<file path="src/sbr_pkg.sv">
// shared types and codes for the stream byte reassembler
// command/status structs between controller and datapath; no dependencies
package sbr_pkg;

  typedef enum logic [1:0] {
    CMD_INSERT  = 2'd0,
    CMD_SET_END = 2'd1,
    CMD_POP     = 2'd2,
    CMD_NOP     = 2'd3
  } cmd_t;

  typedef enum logic [1:0] {
    ST_OK        = 2'd0,
    ST_REDUNDANT = 2'd1,
    ST_DROPPED   = 2'd2
  } ins_st_t;

  localparam int unsigned IN_TDATA_W  = 72;
  localparam int unsigned OUT_TDATA_W = 88;

  typedef struct packed {
    logic    load_in;
    logic    clr_step;
    logic    calc_a;
    logic    calc_b;
    logic    prd_slot;
    logic    prd_head;
    logic    ins_wr;
    logic    adv;
    logic    set_end;
    logic    pop_rd;
    logic    pop_take;
    logic    chk_close;
    logic    set_status;
    ins_st_t status;
    logic    out_load;
  } sbr_cmd_t;

  typedef struct packed {
    logic clr_done;
    cmd_t cmd;
    logic closed;
    logic last;
    logic in_win;
    logic pres;
    logic waiting_nz;
    logic can_pop;
    logic out_busy;
  } sbr_sts_t;

endpackage

</file>
<file path="src/sbr_ram.sv">
// generic single-write, single-read ram with registered read data
// no dependencies
module sbr_ram #(
  parameter int unsigned WIDTH = 8,
  parameter int unsigned DEPTH = 256
) (
  input  logic                     clk,
  input  logic                     we,
  input  logic [$clog2(DEPTH)-1:0] waddr,
  input  logic [WIDTH-1:0]         wdata,
  input  logic                     re,
  input  logic [$clog2(DEPTH)-1:0] raddr,
  output logic [WIDTH-1:0]         rdata
);

  logic [WIDTH-1:0] mem_r [DEPTH];

  always_ff @(posedge clk) begin
    if (we) begin
      mem_r[waddr] <= wdata;
    end
    if (re) begin
      rdata <= mem_r[raddr];
    end
  end

endmodule

</file>
<file path="src/sbr_ctrl.sv">
// controller state machine of the stream byte reassembler
// depends on sbr_pkg; drives sbr_dp through sbr_cmd_t
module sbr_ctrl (
  input  logic             clk,
  input  logic             rst_n,
  input  logic             in_tvalid,
  output logic             in_tready,
  input  sbr_pkg::sbr_sts_t sts,
  output sbr_pkg::sbr_cmd_t cmd
);
  import sbr_pkg::*;

  typedef enum logic [3:0] {
    S_CLEAR,
    S_IDLE,
    S_DISPATCH,
    S_CALC_A,
    S_CALC_B,
    S_PRD,
    S_PCHK,
    S_HREAD,
    S_HCHK,
    S_POP_WAIT,
    S_FIN,
    S_OUT
  } state_t;

  state_t state_r, state_nxt;

  assign in_tready = (state_r == S_IDLE);

  always_comb begin
    state_nxt = state_r;
    cmd       = '0;
    unique case (state_r)
      S_CLEAR: begin
        cmd.clr_step = 1'b1;
        if (sts.clr_done) begin
          state_nxt = S_IDLE;
        end
      end
      S_IDLE: begin
        if (in_tvalid) begin
          cmd.load_in = 1'b1;
          state_nxt   = S_DISPATCH;
        end
      end
      S_DISPATCH: begin
        unique case (sts.cmd)
          CMD_INSERT: begin
            if (sts.closed) begin
              cmd.set_status = 1'b1;
              cmd.status     = ST_DROPPED;
              state_nxt      = S_FIN;
            end else begin
              cmd.set_end = sts.last;
              state_nxt   = S_CALC_A;
            end
          end
          CMD_SET_END: begin
            cmd.set_end = 1'b1;
            state_nxt   = S_FIN;
          end
          CMD_POP: begin
            if (sts.can_pop) begin
              cmd.pop_rd = 1'b1;
              state_nxt  = S_POP_WAIT;
            end else begin
              state_nxt = S_FIN;
            end
          end
          default: begin
            state_nxt = S_FIN;
          end
        endcase
      end
      S_CALC_A: begin
        cmd.calc_a = 1'b1;
        state_nxt  = S_CALC_B;
      end
      S_CALC_B: begin
        cmd.calc_b = 1'b1;
        state_nxt  = S_PRD;
      end
      S_PRD: begin
        if (sts.in_win) begin
          cmd.prd_slot = 1'b1;
          state_nxt    = S_PCHK;
        end else begin
          cmd.set_status = 1'b1;
          cmd.status     = ST_DROPPED;
          state_nxt      = S_FIN;
        end
      end
      S_PCHK: begin
        if (sts.pres) begin
          cmd.set_status = 1'b1;
          cmd.status     = ST_REDUNDANT;
          state_nxt      = S_FIN;
        end else begin
          cmd.ins_wr = 1'b1;
          state_nxt  = S_HREAD;
        end
      end
      S_HREAD: begin
        cmd.prd_head = 1'b1;
        state_nxt    = S_HCHK;
      end
      S_HCHK: begin
        if (sts.pres && sts.waiting_nz) begin
          cmd.adv   = 1'b1;
          state_nxt = S_HREAD;
        end else begin
          state_nxt = S_FIN;
        end
      end
      S_POP_WAIT: begin
        cmd.pop_take = 1'b1;
        state_nxt    = S_FIN;
      end
      S_FIN: begin
        cmd.chk_close = 1'b1;
        state_nxt     = S_OUT;
      end
      S_OUT: begin
        if (!sts.out_busy) begin
          cmd.out_load = 1'b1;
          state_nxt    = S_IDLE;
        end
      end
      default: begin
        state_nxt = S_IDLE;
      end
    endcase
  end

  always_ff @(posedge clk) begin
    if (!rst_n) begin
      state_r <= S_CLEAR;
    end else begin
      state_r <= state_nxt;
    end
  end

endmodule

</file>
<file path="src/sbr_dp.sv">
// datapath of the stream byte reassembler: counters, window check, ring stores
// depends on sbr_pkg and sbr_ram; controlled by sbr_ctrl
module sbr_dp #(
  parameter int unsigned CAPACITY = 256
) (
  input  logic                                 clk,
  input  logic                                 rst_n,
  input  logic [sbr_pkg::IN_TDATA_W-1:0]       in_tdata,
  input  logic [1:0]                           in_tuser,
  input  logic                                 in_tlast,
  input  sbr_pkg::sbr_cmd_t                    cmd,
  output sbr_pkg::sbr_sts_t                    sts,
  output logic                                 out_tvalid,
  input  logic                                 out_tready,
  output logic [sbr_pkg::OUT_TDATA_W-1:0]      out_tdata,
  output logic                                 out_tuser
);
  import sbr_pkg::*;

  localparam int unsigned IDX_W  = $clog2(CAPACITY);
  localparam int unsigned WCNT_W = $clog2(CAPACITY + 1);
  localparam logic [IDX_W-1:0] LAST_SLOT = IDX_W'(CAPACITY - 1);
  localparam logic [IDX_W:0]   CAP_S     = (IDX_W + 1)'(CAPACITY);
  localparam logic [63:0]      CAP_W     = 64'(CAPACITY);

  // captured item
  logic [63:0] pos_r;
  logic [7:0]  val_r;
  logic        last_r;
  cmd_t        cmd_r;

  // stream state
  logic [63:0]       asm_r, asm_nxt;
  logic [63:0]       cons_r, cons_nxt;
  logic [63:0]       endpos_r, endpos_nxt;
  logic              end_known_r, end_known_nxt;
  logic              closed_r, closed_nxt;
  logic [WCNT_W-1:0] wcnt_r, wcnt_nxt;
  logic [IDX_W-1:0]  head_r, head_nxt;
  logic [IDX_W-1:0]  cslot_r, cslot_nxt;
  logic [IDX_W-1:0]  clr_r, clr_nxt;
  logic              out_tvalid_r, out_tvalid_nxt;

  // per-item work registers
  logic             lt_r;
  logic [IDX_W-1:0] off_r;
  logic [IDX_W-1:0] slot_r;
  logic             inwin_r;
  logic [7:0]       pbyte_r;
  logic             pvalid_r;
  ins_st_t          status_r;
  logic [OUT_TDATA_W-1:0] out_tdata_r;
  logic             out_tuser_r;

  logic [64:0]      sub_a;
  logic [63:0]      sub_c;
  logic [IDX_W:0]   slot_sum;
  logic [IDX_W-1:0] slot_calc;
  logic             pres_rd;
  logic [7:0]       byte_rd;
  logic             pres_we;
  logic [IDX_W-1:0] pres_waddr;
  logic [IDX_W-1:0] pres_raddr;
  logic [WCNT_W+8:0] wcnt_ext;

  assign sub_a    = {1'b0, pos_r} - {1'b0, asm_r};
  assign sub_c    = pos_r - cons_r;
  assign slot_sum = {1'b0, head_r} + {1'b0, off_r};
  assign slot_calc = (slot_sum >= CAP_S) ? IDX_W'(slot_sum - CAP_S) : slot_sum[IDX_W-1:0];
  assign wcnt_ext = {9'd0, wcnt_r};

  function automatic logic [IDX_W-1:0] slot_inc(input logic [IDX_W-1:0] s);
    slot_inc = (s == LAST_SLOT) ? '0 : s + IDX_W'(1);
  endfunction

  // present bits ring
  assign pres_we    = cmd.clr_step | cmd.ins_wr | cmd.adv;
  assign pres_waddr = cmd.clr_step ? clr_r : (cmd.ins_wr ? slot_r : head_r);
  assign pres_raddr = cmd.prd_slot ? slot_r : head_r;

  sbr_ram #(
    .WIDTH (1),
    .DEPTH (CAPACITY)
  ) u_present (
    .clk   (clk),
    .we    (pres_we),
    .waddr (pres_waddr),
    .wdata (cmd.ins_wr),
    .re    (cmd.prd_slot | cmd.prd_head),
    .raddr (pres_raddr),
    .rdata (pres_rd)
  );

  // byte ring
  sbr_ram #(
    .WIDTH (8),
    .DEPTH (CAPACITY)
  ) u_bytes (
    .clk   (clk),
    .we    (cmd.ins_wr),
    .waddr (slot_r),
    .wdata (val_r),
    .re    (cmd.pop_rd),
    .raddr (cslot_r),
    .rdata (byte_rd)
  );

  always_comb begin
    asm_nxt        = asm_r;
    cons_nxt       = cons_r;
    endpos_nxt     = endpos_r;
    end_known_nxt  = end_known_r;
    closed_nxt     = closed_r;
    wcnt_nxt       = wcnt_r;
    head_nxt       = head_r;
    cslot_nxt      = cslot_r;
    clr_nxt        = clr_r;
    out_tvalid_nxt = out_tvalid_r;

    if (cmd.clr_step) begin
      clr_nxt = slot_inc(clr_r);
    end
    if (cmd.set_end) begin
      end_known_nxt = 1'b1;
      endpos_nxt    = (cmd_r == CMD_INSERT) ? pos_r + 64'd1 : pos_r;
    end
    if (cmd.ins_wr) begin
      wcnt_nxt = wcnt_r + WCNT_W'(1);
    end
    if (cmd.adv) begin
      wcnt_nxt = wcnt_r - WCNT_W'(1);
      asm_nxt  = asm_r + 64'd1;
      head_nxt = slot_inc(head_r);
    end
    if (cmd.pop_rd) begin
      cons_nxt  = cons_r + 64'd1;
      cslot_nxt = slot_inc(cslot_r);
    end
    if (cmd.chk_close && end_known_r && (asm_r == endpos_r)) begin
      closed_nxt = 1'b1;
    end
    if (cmd.out_load) begin
      out_tvalid_nxt = 1'b1;
    end else if (out_tready) begin
      out_tvalid_nxt = 1'b0;
    end
  end

  always_ff @(posedge clk) begin
    if (!rst_n) begin
      asm_r        <= '0;
      cons_r       <= '0;
      endpos_r     <= '0;
      end_known_r  <= 1'b0;
      closed_r     <= 1'b0;
      wcnt_r       <= '0;
      head_r       <= '0;
      cslot_r      <= '0;
      clr_r        <= '0;
      out_tvalid_r <= 1'b0;
    end else begin
      asm_r        <= asm_nxt;
      cons_r       <= cons_nxt;
      endpos_r     <= endpos_nxt;
      end_known_r  <= end_known_nxt;
      closed_r     <= closed_nxt;
      wcnt_r       <= wcnt_nxt;
      head_r       <= head_nxt;
      cslot_r      <= cslot_nxt;
      clr_r        <= clr_nxt;
      out_tvalid_r <= out_tvalid_nxt;
    end
  end

  always_ff @(posedge clk) begin
    if (cmd.load_in) begin
      pos_r    <= in_tdata[63:0];
      val_r    <= in_tdata[71:64];
      last_r   <= in_tlast;
      cmd_r    <= cmd_t'(in_tuser);
      pbyte_r  <= '0;
      pvalid_r <= 1'b0;
      status_r <= ST_OK;
    end
    if (cmd.calc_a) begin
      lt_r  <= sub_a[64];
      off_r <= sub_a[IDX_W-1:0];
    end
    if (cmd.calc_b) begin
      inwin_r <= !lt_r && (sub_c < CAP_W);
      slot_r  <= slot_calc;
    end
    if (cmd.pop_take) begin
      pbyte_r  <= byte_rd;
      pvalid_r <= 1'b1;
    end
    if (cmd.set_status) begin
      status_r <= cmd.status;
    end
    if (cmd.out_load) begin
      out_tdata_r <= {4'd0, status_r, closed_r, wcnt_ext[8:0], asm_r, pbyte_r};
      out_tuser_r <= pvalid_r;
    end
  end

  assign sts.clr_done   = (clr_r == LAST_SLOT);
  assign sts.cmd        = cmd_r;
  assign sts.closed     = closed_r;
  assign sts.last       = last_r;
  assign sts.in_win     = inwin_r;
  assign sts.pres       = pres_rd;
  assign sts.waiting_nz = (wcnt_r != '0);
  assign sts.can_pop    = (cons_r < asm_r);
  assign sts.out_busy   = out_tvalid_r & ~out_tready;

  assign out_tvalid = out_tvalid_r;
  assign out_tdata  = out_tdata_r;
  assign out_tuser  = out_tuser_r;

endmodule

</file>
<file path="src/stream_byte_reassembler.sv">
// stream byte reassembler: bytes arrive one per item with their absolute stream
// index and are stored in a ring of CAPACITY slots, then handed out in order by
// pop items. One item is worked at a time and every item yields one result item.
// After reset a clearing pass writes every slot of the present-bit ring, with
// in_tready low. A pop that returns a byte waits on a registered read of the
// byte ring; a stored insert then advances the head over every byte that joins
// the assembled run, reading one present bit per step through the single read
// port of the present-bit ring. A redundant insert, one outside the window and
// one after close are not stored and yield only a status. The result sits in an
// output register, so a result waiting on out_tready holds only the next one.
// depends on sbr_pkg, sbr_ctrl, sbr_dp
module stream_byte_reassembler #(
  parameter int unsigned CAPACITY = 256
) (
  input  logic                           clk,
  input  logic                           rst_n,
  input  logic                           in_tvalid,
  output logic                           in_tready,
  input  logic [sbr_pkg::IN_TDATA_W-1:0] in_tdata,   // stream_index, byte_value
  input  logic [1:0]                     in_tuser,   // command
  input  logic                           in_tlast,
  output logic                           out_tvalid,
  input  logic                           out_tready,
  // popped_byte, bytes_assembled, bytes_waiting, stream_closed, insert_status
  output logic [sbr_pkg::OUT_TDATA_W-1:0] out_tdata,
  output logic                           out_tuser   // popped_valid
);
  import sbr_pkg::*;

  sbr_cmd_t cmd;
  sbr_sts_t sts;

  sbr_ctrl u_ctrl (
    .clk       (clk),
    .rst_n     (rst_n),
    .in_tvalid (in_tvalid),
    .in_tready (in_tready),
    .sts       (sts),
    .cmd       (cmd)
  );

  sbr_dp #(
    .CAPACITY (CAPACITY)
  ) u_dp (
    .clk        (clk),
    .rst_n      (rst_n),
    .in_tdata   (in_tdata),
    .in_tuser   (in_tuser),
    .in_tlast   (in_tlast),
    .cmd        (cmd),
    .sts        (sts),
    .out_tvalid (out_tvalid),
    .out_tready (out_tready),
    .out_tdata  (out_tdata),
    .out_tuser  (out_tuser)
  );

`ifndef SYNTHESIS
  a_closed_sticky: assert property (@(posedge clk) disable iff (!rst_n)
    sts.closed |=> sts.closed)
    else $error("stream closed flag dropped");

  a_one_item_at_a_time: assert property (@(posedge clk) disable iff (!rst_n)
    (in_tvalid && in_tready) |=> !in_tready)
    else $error("input taken while an item is in work");

  a_pop_status_ok: assert property (@(posedge clk) disable iff (!rst_n)
    (out_tvalid && out_tuser) |-> (out_tdata[83:82] == ST_OK))
    else $error("popped item carries an insert status");
`endif

endmodule
</file>
<file path="config.mk">
export PLATFORM = sky130hd
export DESIGN_NAME = stream_byte_reassembler
export DESIGN_NICKNAME = d
export VERILOG_FILES = /design/src/sbr_pkg.sv /design/src/sbr_ram.sv /design/src/sbr_ctrl.sv /design/src/sbr_dp.sv /design/src/stream_byte_reassembler.sv
export SDC_FILE = /design/constraint.sdc
export NUM_CORES = 2
export LEC_CHECK = 0
export BUFFER_PORTS_ARGS = -buffer_cell sky130_fd_sc_hd__buf_2
export CORE_MARGIN = 4
export CORE_UTILIZATION = 35
export CTS_BUF_LIST = sky130_fd_sc_hd__clkbuf_8
export DETAILED_ROUTE_END_ITERATION = 7
export GPL_ROUTABILITY_DRIVEN = 1
export PLACE_DENSITY = 0.52
export SLEW_MARGIN = 20
export SYNTH_ARGS = -nofsm -noshare
export SYNTH_HDL_FRONTEND = slang
export SYNTH_SLANG_ARGS = --single-unit
</file>
<file path="constraint.sdc">
create_clock -name clk -period 7.9 [get_ports clk]
set_clock_uncertainty 0.05 [all_clocks]
set_input_delay 0.79 -clock clk [delete_from_list [all_inputs] [get_ports clk]]
set_output_delay 0.79 -clock clk [all_outputs]
set_load 0.005 [all_outputs]
</file>
# Word-level counts from Yosys, hierarchy flattened
# Memories as Yosys holds them, arrays and structs flattened. A register that Yosys moved wholly into a read port is not among the register bits.
# Index checks and enable logic that the tools add are counted.
[word_totals] regBits=421 latchBits=0 mem_bits_rw=2304 mem_bits_ro=0 in_bits=79 output_inout_bits=91 mem_count=2
[mem_list] memory="u_dp.u_bytes.mem_r" depth=256 word_bits=8 read_ports=1 rd_ports_with_merged_regs=1 write_ports=1 line="sbr_ram.sv:16" rtl="logic [WIDTH-1:0] mem_r [DEPTH];"
[mem_list] memory="u_dp.u_present.mem_r" depth=256 word_bits=1 read_ports=1 rd_ports_with_merged_regs=1 write_ports=1 line="sbr_ram.sv:16"
[classes] add_sub_neg=12 multipliers=0 n_div=0 order_cmp=3 n_eq_ne=20 shifts=0 n_mux=56 bitwise=5 n_reduce_logical=13
[ops] op="adder 64 x 1 -> 64 bit, second input constant" n=3
[ops] op="two-way mux 8 bit" n=9
[ops] op="subtractor 64 x 64 -> 65 bit" n=1
[ops] op="equality test 64 bit" n=1
[ops] op="< comparator 64 bit" n=1
[ops] op="< comparator 64 x 9 -> 1 bit, second input constant" n=1
[ops] op="two-way mux 64 bit" n=1
[ops] op="subtractor 64 bit" n=1
[ops] op="case mux 4 bit (12 select lines)" n=1
[ops] op="two-way mux 4 bit" n=7
[ops] op="two-way mux 1 bit" n=25
[ops] op="adder 8 x 1 -> 8 bit, second input constant" n=3
[ops] op="equality test 8 bit, second input constant" n=3
[ops] op="two-way mux 9 bit" n=2
[ops] op="equality test 4 x 3 -> 1 bit, second input constant" n=4
[ops] op="equality test 4 bit, second input constant" n=4
[ops] op="two-way mux 3 bit" n=4
[ops] op="adder 8 x 8 -> 9 bit" n=1
[ops] op="adder 9 x 1 -> 9 bit, second input constant" n=1
[ops] op=">= comparator 9 bit, second input constant" n=1
[ops] op="case mux 3 bit (3 select lines)" n=1
[ops] op="nonzero test 9 bit" n=1
[ops] op="subtractor 9 x 1 -> 9 bit, second input constant" n=1
[ops] op="equality test 4 x 2 -> 1 bit, second input constant" n=2
[ops] op="other kinds (17)" n=30

# Logic depth before layout (Yosys ltp)
[depth] depth_word=7 ltp_mapped=17

# Cells and area by module
# A second synthesis with hierarchy kept.
[hier_totals] cells_unflattened=7326 area_unflattened_um2=116309.0
[by_module_without_submodules] mod="sbr_ram (u_dp.u_bytes)" n_inst=1 cells_per_inst=3733 area_each_um2=79636.4 seq_area_each_um2=61739.2
[by_module_without_submodules] mod="sbr_dp" n_inst=1 cells_per_inst=2728 area_each_um2=25026.5 seq_area_each_um2=10229.8
[by_module_without_submodules] mod="sbr_ram (u_dp.u_present)" n_inst=1 cells_per_inst=788 area_each_um2=11138.2 seq_area_each_um2=7717.4
[by_module_without_submodules] mod="sbr_ctrl" n_inst=1 cells_per_inst=77 area_each_um2=508.0 seq_area_each_um2=80.1

# Least setup slack after synthesis
# No wires, ideal clock.
[synth_timing] kind="reg-to-reg" from="register u_ctrl.state_r[0]" to="memory u_dp.u_bytes.mem_r[111][0] (enable)" arrival_ps=6377 required_ps=7480 setup_slack_ps=1103 path_stages_with_launch=10 n_path_buf=3 period_less_slack_ps=6797 path_cell_list="dfxtp_1 -> buf_4 -> nor2_1 -> nand4_1 -> inv_1 -> clkbuf_1 -> and3_1 -> nand3_1 -> clkbuf_1 -> nor2_1"
[synth_lines] item="start: declaration" line="sbr_ctrl.sv:28" rtl="state_t state_r, state_nxt;"
[synth_lines] item="start signal: assignment" line="sbr_ctrl.sv:141" rtl="state_r <= state_nxt;"
[synth_lines] item="end: declaration" line="sbr_ram.sv:16"

# Worst setup path after layout
[layout_timing] from="register u_dp.pos_r[3]" to="register u_dp.inwin_r, data pin"
[layout_between] elab_chain_cells=3
[layout_rtl] item="start: declaration" line="sbr_dp.sv:27" rtl="logic [63:0] pos_r;"
[layout_rtl] item="start signal: assignment" line="sbr_dp.sv:177" rtl="pos_r <= in_tdata[63:0];"
[layout_rtl] item="subtractor 64 bit" line="sbr_dp.sv:67" rtl="assign sub_c = pos_r - cons_r;"
[layout_rtl] item="< comparator 64 x 9 -> 1 bit" line="sbr_dp.sv:190" rtl="inwin_r <= !lt_r && (sub_c < CAP_W);"
[layout_rtl] item="logical AND 1 bit" line="sbr_dp.sv:190"
[layout_rtl] item="end signal: assignment" line="sbr_dp.sv:190"
[layout_rtl] item="end: declaration" line="sbr_dp.sv:48" rtl="logic inwin_r;"
# Every way passes these cells.
# A chain may end at the register's enable or synchronous reset.

==> results.md <==
- Initial Util: 35.2%
- Die Width: 584 µm
- Root Buffer: clkbuf_8
- Post-Place Cell Area: 0.122 mm²
- EDFF count, synth: 2501
- Post-synthesis sequential area ratio: 68.6%
- Core area: roughly 0.33 mm²
- CTS tree: yes
- Clock Sinks: 2734
- Mapped Cells: 7277
- Top post-synthesis cells by area: edfxtp_1, mux4_2, dfxtp_1
- Max Freq: 192 MHz
- Setup bufs post-CTS: 0
- Final wirelength: 328000 µm
- Area growth, synth to finish: 13.1%
- Overall Global Routing Usage: a little under a fifth
- Post-route ant nets: 0
- Routed len/inst: 26.4 µm
- Top cells by count, synth: edfxtp_1, nor2_1, mux4_2
- Synthesized cell area: 0.116 mm²
- Leak: 41.0 nW
- Critical path required time: a little under 9 ns
- Initial DRC count: 6238
- Worst Hold Slack: 0.375 ns
- First-pass GRT wire length: 477000 µm
- Failing checks: DRC
- Initial antenna violation count: 20
- Max Cap Violations: 0
- Rows: 211
- Largest net degree at the start of global routing: 194
- Clock edge transition at the registers on the reported setup and hold paths: 0.06 ns
- Most frequent cell after synthesis: edfxtp_1
- Fin crit share: 65.8%
- Yosys warnings: 0
- Largest area contributor in the netlist: edfxtp_1
- Prevailing post-synth register cell: edfxtp_1
- Die area: between 0.3 and 0.4 mm²
- Gr ovfl total: 0
- Share of layout cells above drive strength 1: 19.4%
- Worst-Margin Slew: between 1 and 1.5 ns
- Net count, final: 7978
- Synth top area share: 64.6%
- Post-DP HPWL: about 200000 µm
- Unrepaired setup endpoints after global routing: no
- # DRC: 1
- Run status: finished, violations left
- Crit path capture type: flop
- Fin area: about 0.13 mm²
- Setup TNS: 0 ns
- Worst skew pair latency: 1.11 ns
- Max FO, Critical Path: 7
- Tmin final: 5.20 ns
- # H-tree levels: 5
- # port buffers: 165
- Fin. Hold Viols: 0
- DR vias: 67300
- Maximum clock path buffer count: 4
- Vias in the first global route: 68200
- Synthesized flop and latch total: 2734
- CP Class: reg2reg
- Hold-fix buffers, CTS: 78
- Total CTS buffers: 451
- PwrDens: 234 mW/mm²
- Library cells used by synthesis: 82
- Die H: roughly 600 µm
- TritonRoute pass-1 iters: 8
- Io pins: 170
- Crit start category: flop
- Critical Path AT: 5.95 ns
- Syn_area_per_cell: roughly 16 µm²
- # setup viols final: 0
- PostCTS Resize Cnt: 0
- Hold crit path type: reg2reg
- Relative slew slack: 18.8%
- Power Total: 30.7 mW
- Vias/cell: 5.41
- IR drop worst, VDD: a little over 0.2 mV
- Max-slew violation count: 0
- Post-synth ARST share: 0%
- Placer Congestion: 0.875
## flip-flops by register name, summed over array words and instances (netlist names), 9 cells and up
register / count
u_dp.wcnt_r: 9
u_dp.pos_r: 64
u_dp.asm_r: 64
u_dp.out_tdata: 84
u_dp.cons_r: 64
u_dp.endpos_r: 64
u_dp.u_present.mem_r: 256
u_dp.u_bytes.mem_r: 2048
## cell usage in the layout (no fill, tap or decap), drive strengths merged, types with 15 or more instances in the layout
master / n
edfxtp: 2501
buf: 254
or3: 48
o211ai: 19
a31oi: 22
o21a: 20
clkbuf: 464
a21o: 56
dfxtp: 233
nor4: 45
xnor2: 134
inv: 365
nor3: 94
o31ai: 21
nand3: 188
o21ai: 154
a311oi: 21
ha: 209
dlygate4sd3: 78
xor2: 79
nor2: 787
o22ai: 15
a21oi: 247
and2: 24
mux4: 677
nand2b: 29
o21bai: 19
clkinv: 160
a211oi: 60
nor2b: 46
bufinv: 18
nand4: 117
and3: 36
nand2: 597
mux2i: 41
## area by class of cell
type                            instances  area (µm²)
Clock buffer                          464        6390
Fill cell                           30300      199000
Sequential cell                      2734       79800
Antenna cell                            5        12.5
Clock inverter                        358        2080
Timing Repair Buffer                  332        2550
Tap cell                             4366        5460
Inverter                              192         732
Multi-Input combinational cell       3976       34500
## where the power goes
| group | switching [mW] | internal [mW] |
|---|---|---|
| clock network | 5.79 | 6.06 |
| logic | 1.87 | 0.589 |
| registers | 0.251 | 16.2 |
## routing by layer
layer | part of all wire, % | wire length, µm | GRT usage, %
met1 | 43 | 142000 | 26.6
met2 | 47 | 155000 | 30.2
met3 | 6.8 | 22300 | 3.19
met4 | 2.4 | 7990 | 5.06
met5 | 0.0082 | 27 | 0
## cell families (layout without fill, tap and decap cells)
group | count (synthesis) | count (layout) | synth area share, %
flops | 2734 | 2734 | 68.6
simple gates | 2064 | 2064 | 7.93
compound gates | 759 | 759 | 4.15
mux | 724 | 724 | 13.5
buf+inv | 570 | 1346 | 1.88
xor+xnor | 213 | 213 | 1.60
fa+ha+maj | 212 | 212 | 2.30
other cells | 1 | 9 | 0.00323
## worst paths after layout
check,slack (ns),to,cells past startpoint,start
min reg2reg,0.37,u_dp.out_tdata[83]$_DFFE_PP_,0,u_dp.status_r[1]$_SDFFCE_PN0P_
max reg2reg,2.70,u_dp.inwin_r$_DFFE_PP_,12,u_dp.pos_r[3]$_DFFE_PP_
max,2.70,u_dp.inwin_r$_DFFE_PP_,12,u_dp.pos_r[3]$_DFFE_PP_
min,0.37,u_dp.out_tdata[83]$_DFFE_PP_,0,u_dp.status_r[1]$_SDFFCE_PN0P_
## stage by stage
step | setup WS, ns | cells | utilization (%)
finish | 2.70 | 12400 | 39.8
global route | 2.50 | 12400 | 39.8
CTS | 2.74 | 12400 | 39.8
detailed placement | 2.73 | 11500 | 37.0
global placement | 2.78 | 11500 | 37.0
floorplan | 1.10 | 7280 | -
## critical path: stages (launching register included)
cell      delay, ns
edfxtp_1       0.55
ha_1           0.41
a21oi_1        0.19
nand2_1        0.09
o21ai_0        0.59
a21oi_1        0.28
o31ai_1        0.57
mux2_2         0.41
a2111o_1       0.41
nor4b_1        0.48
nand4_1        0.15
nor3_1         0.23
and4_1         0.54
No activity file was read; power rests on OpenSTA's default activity.
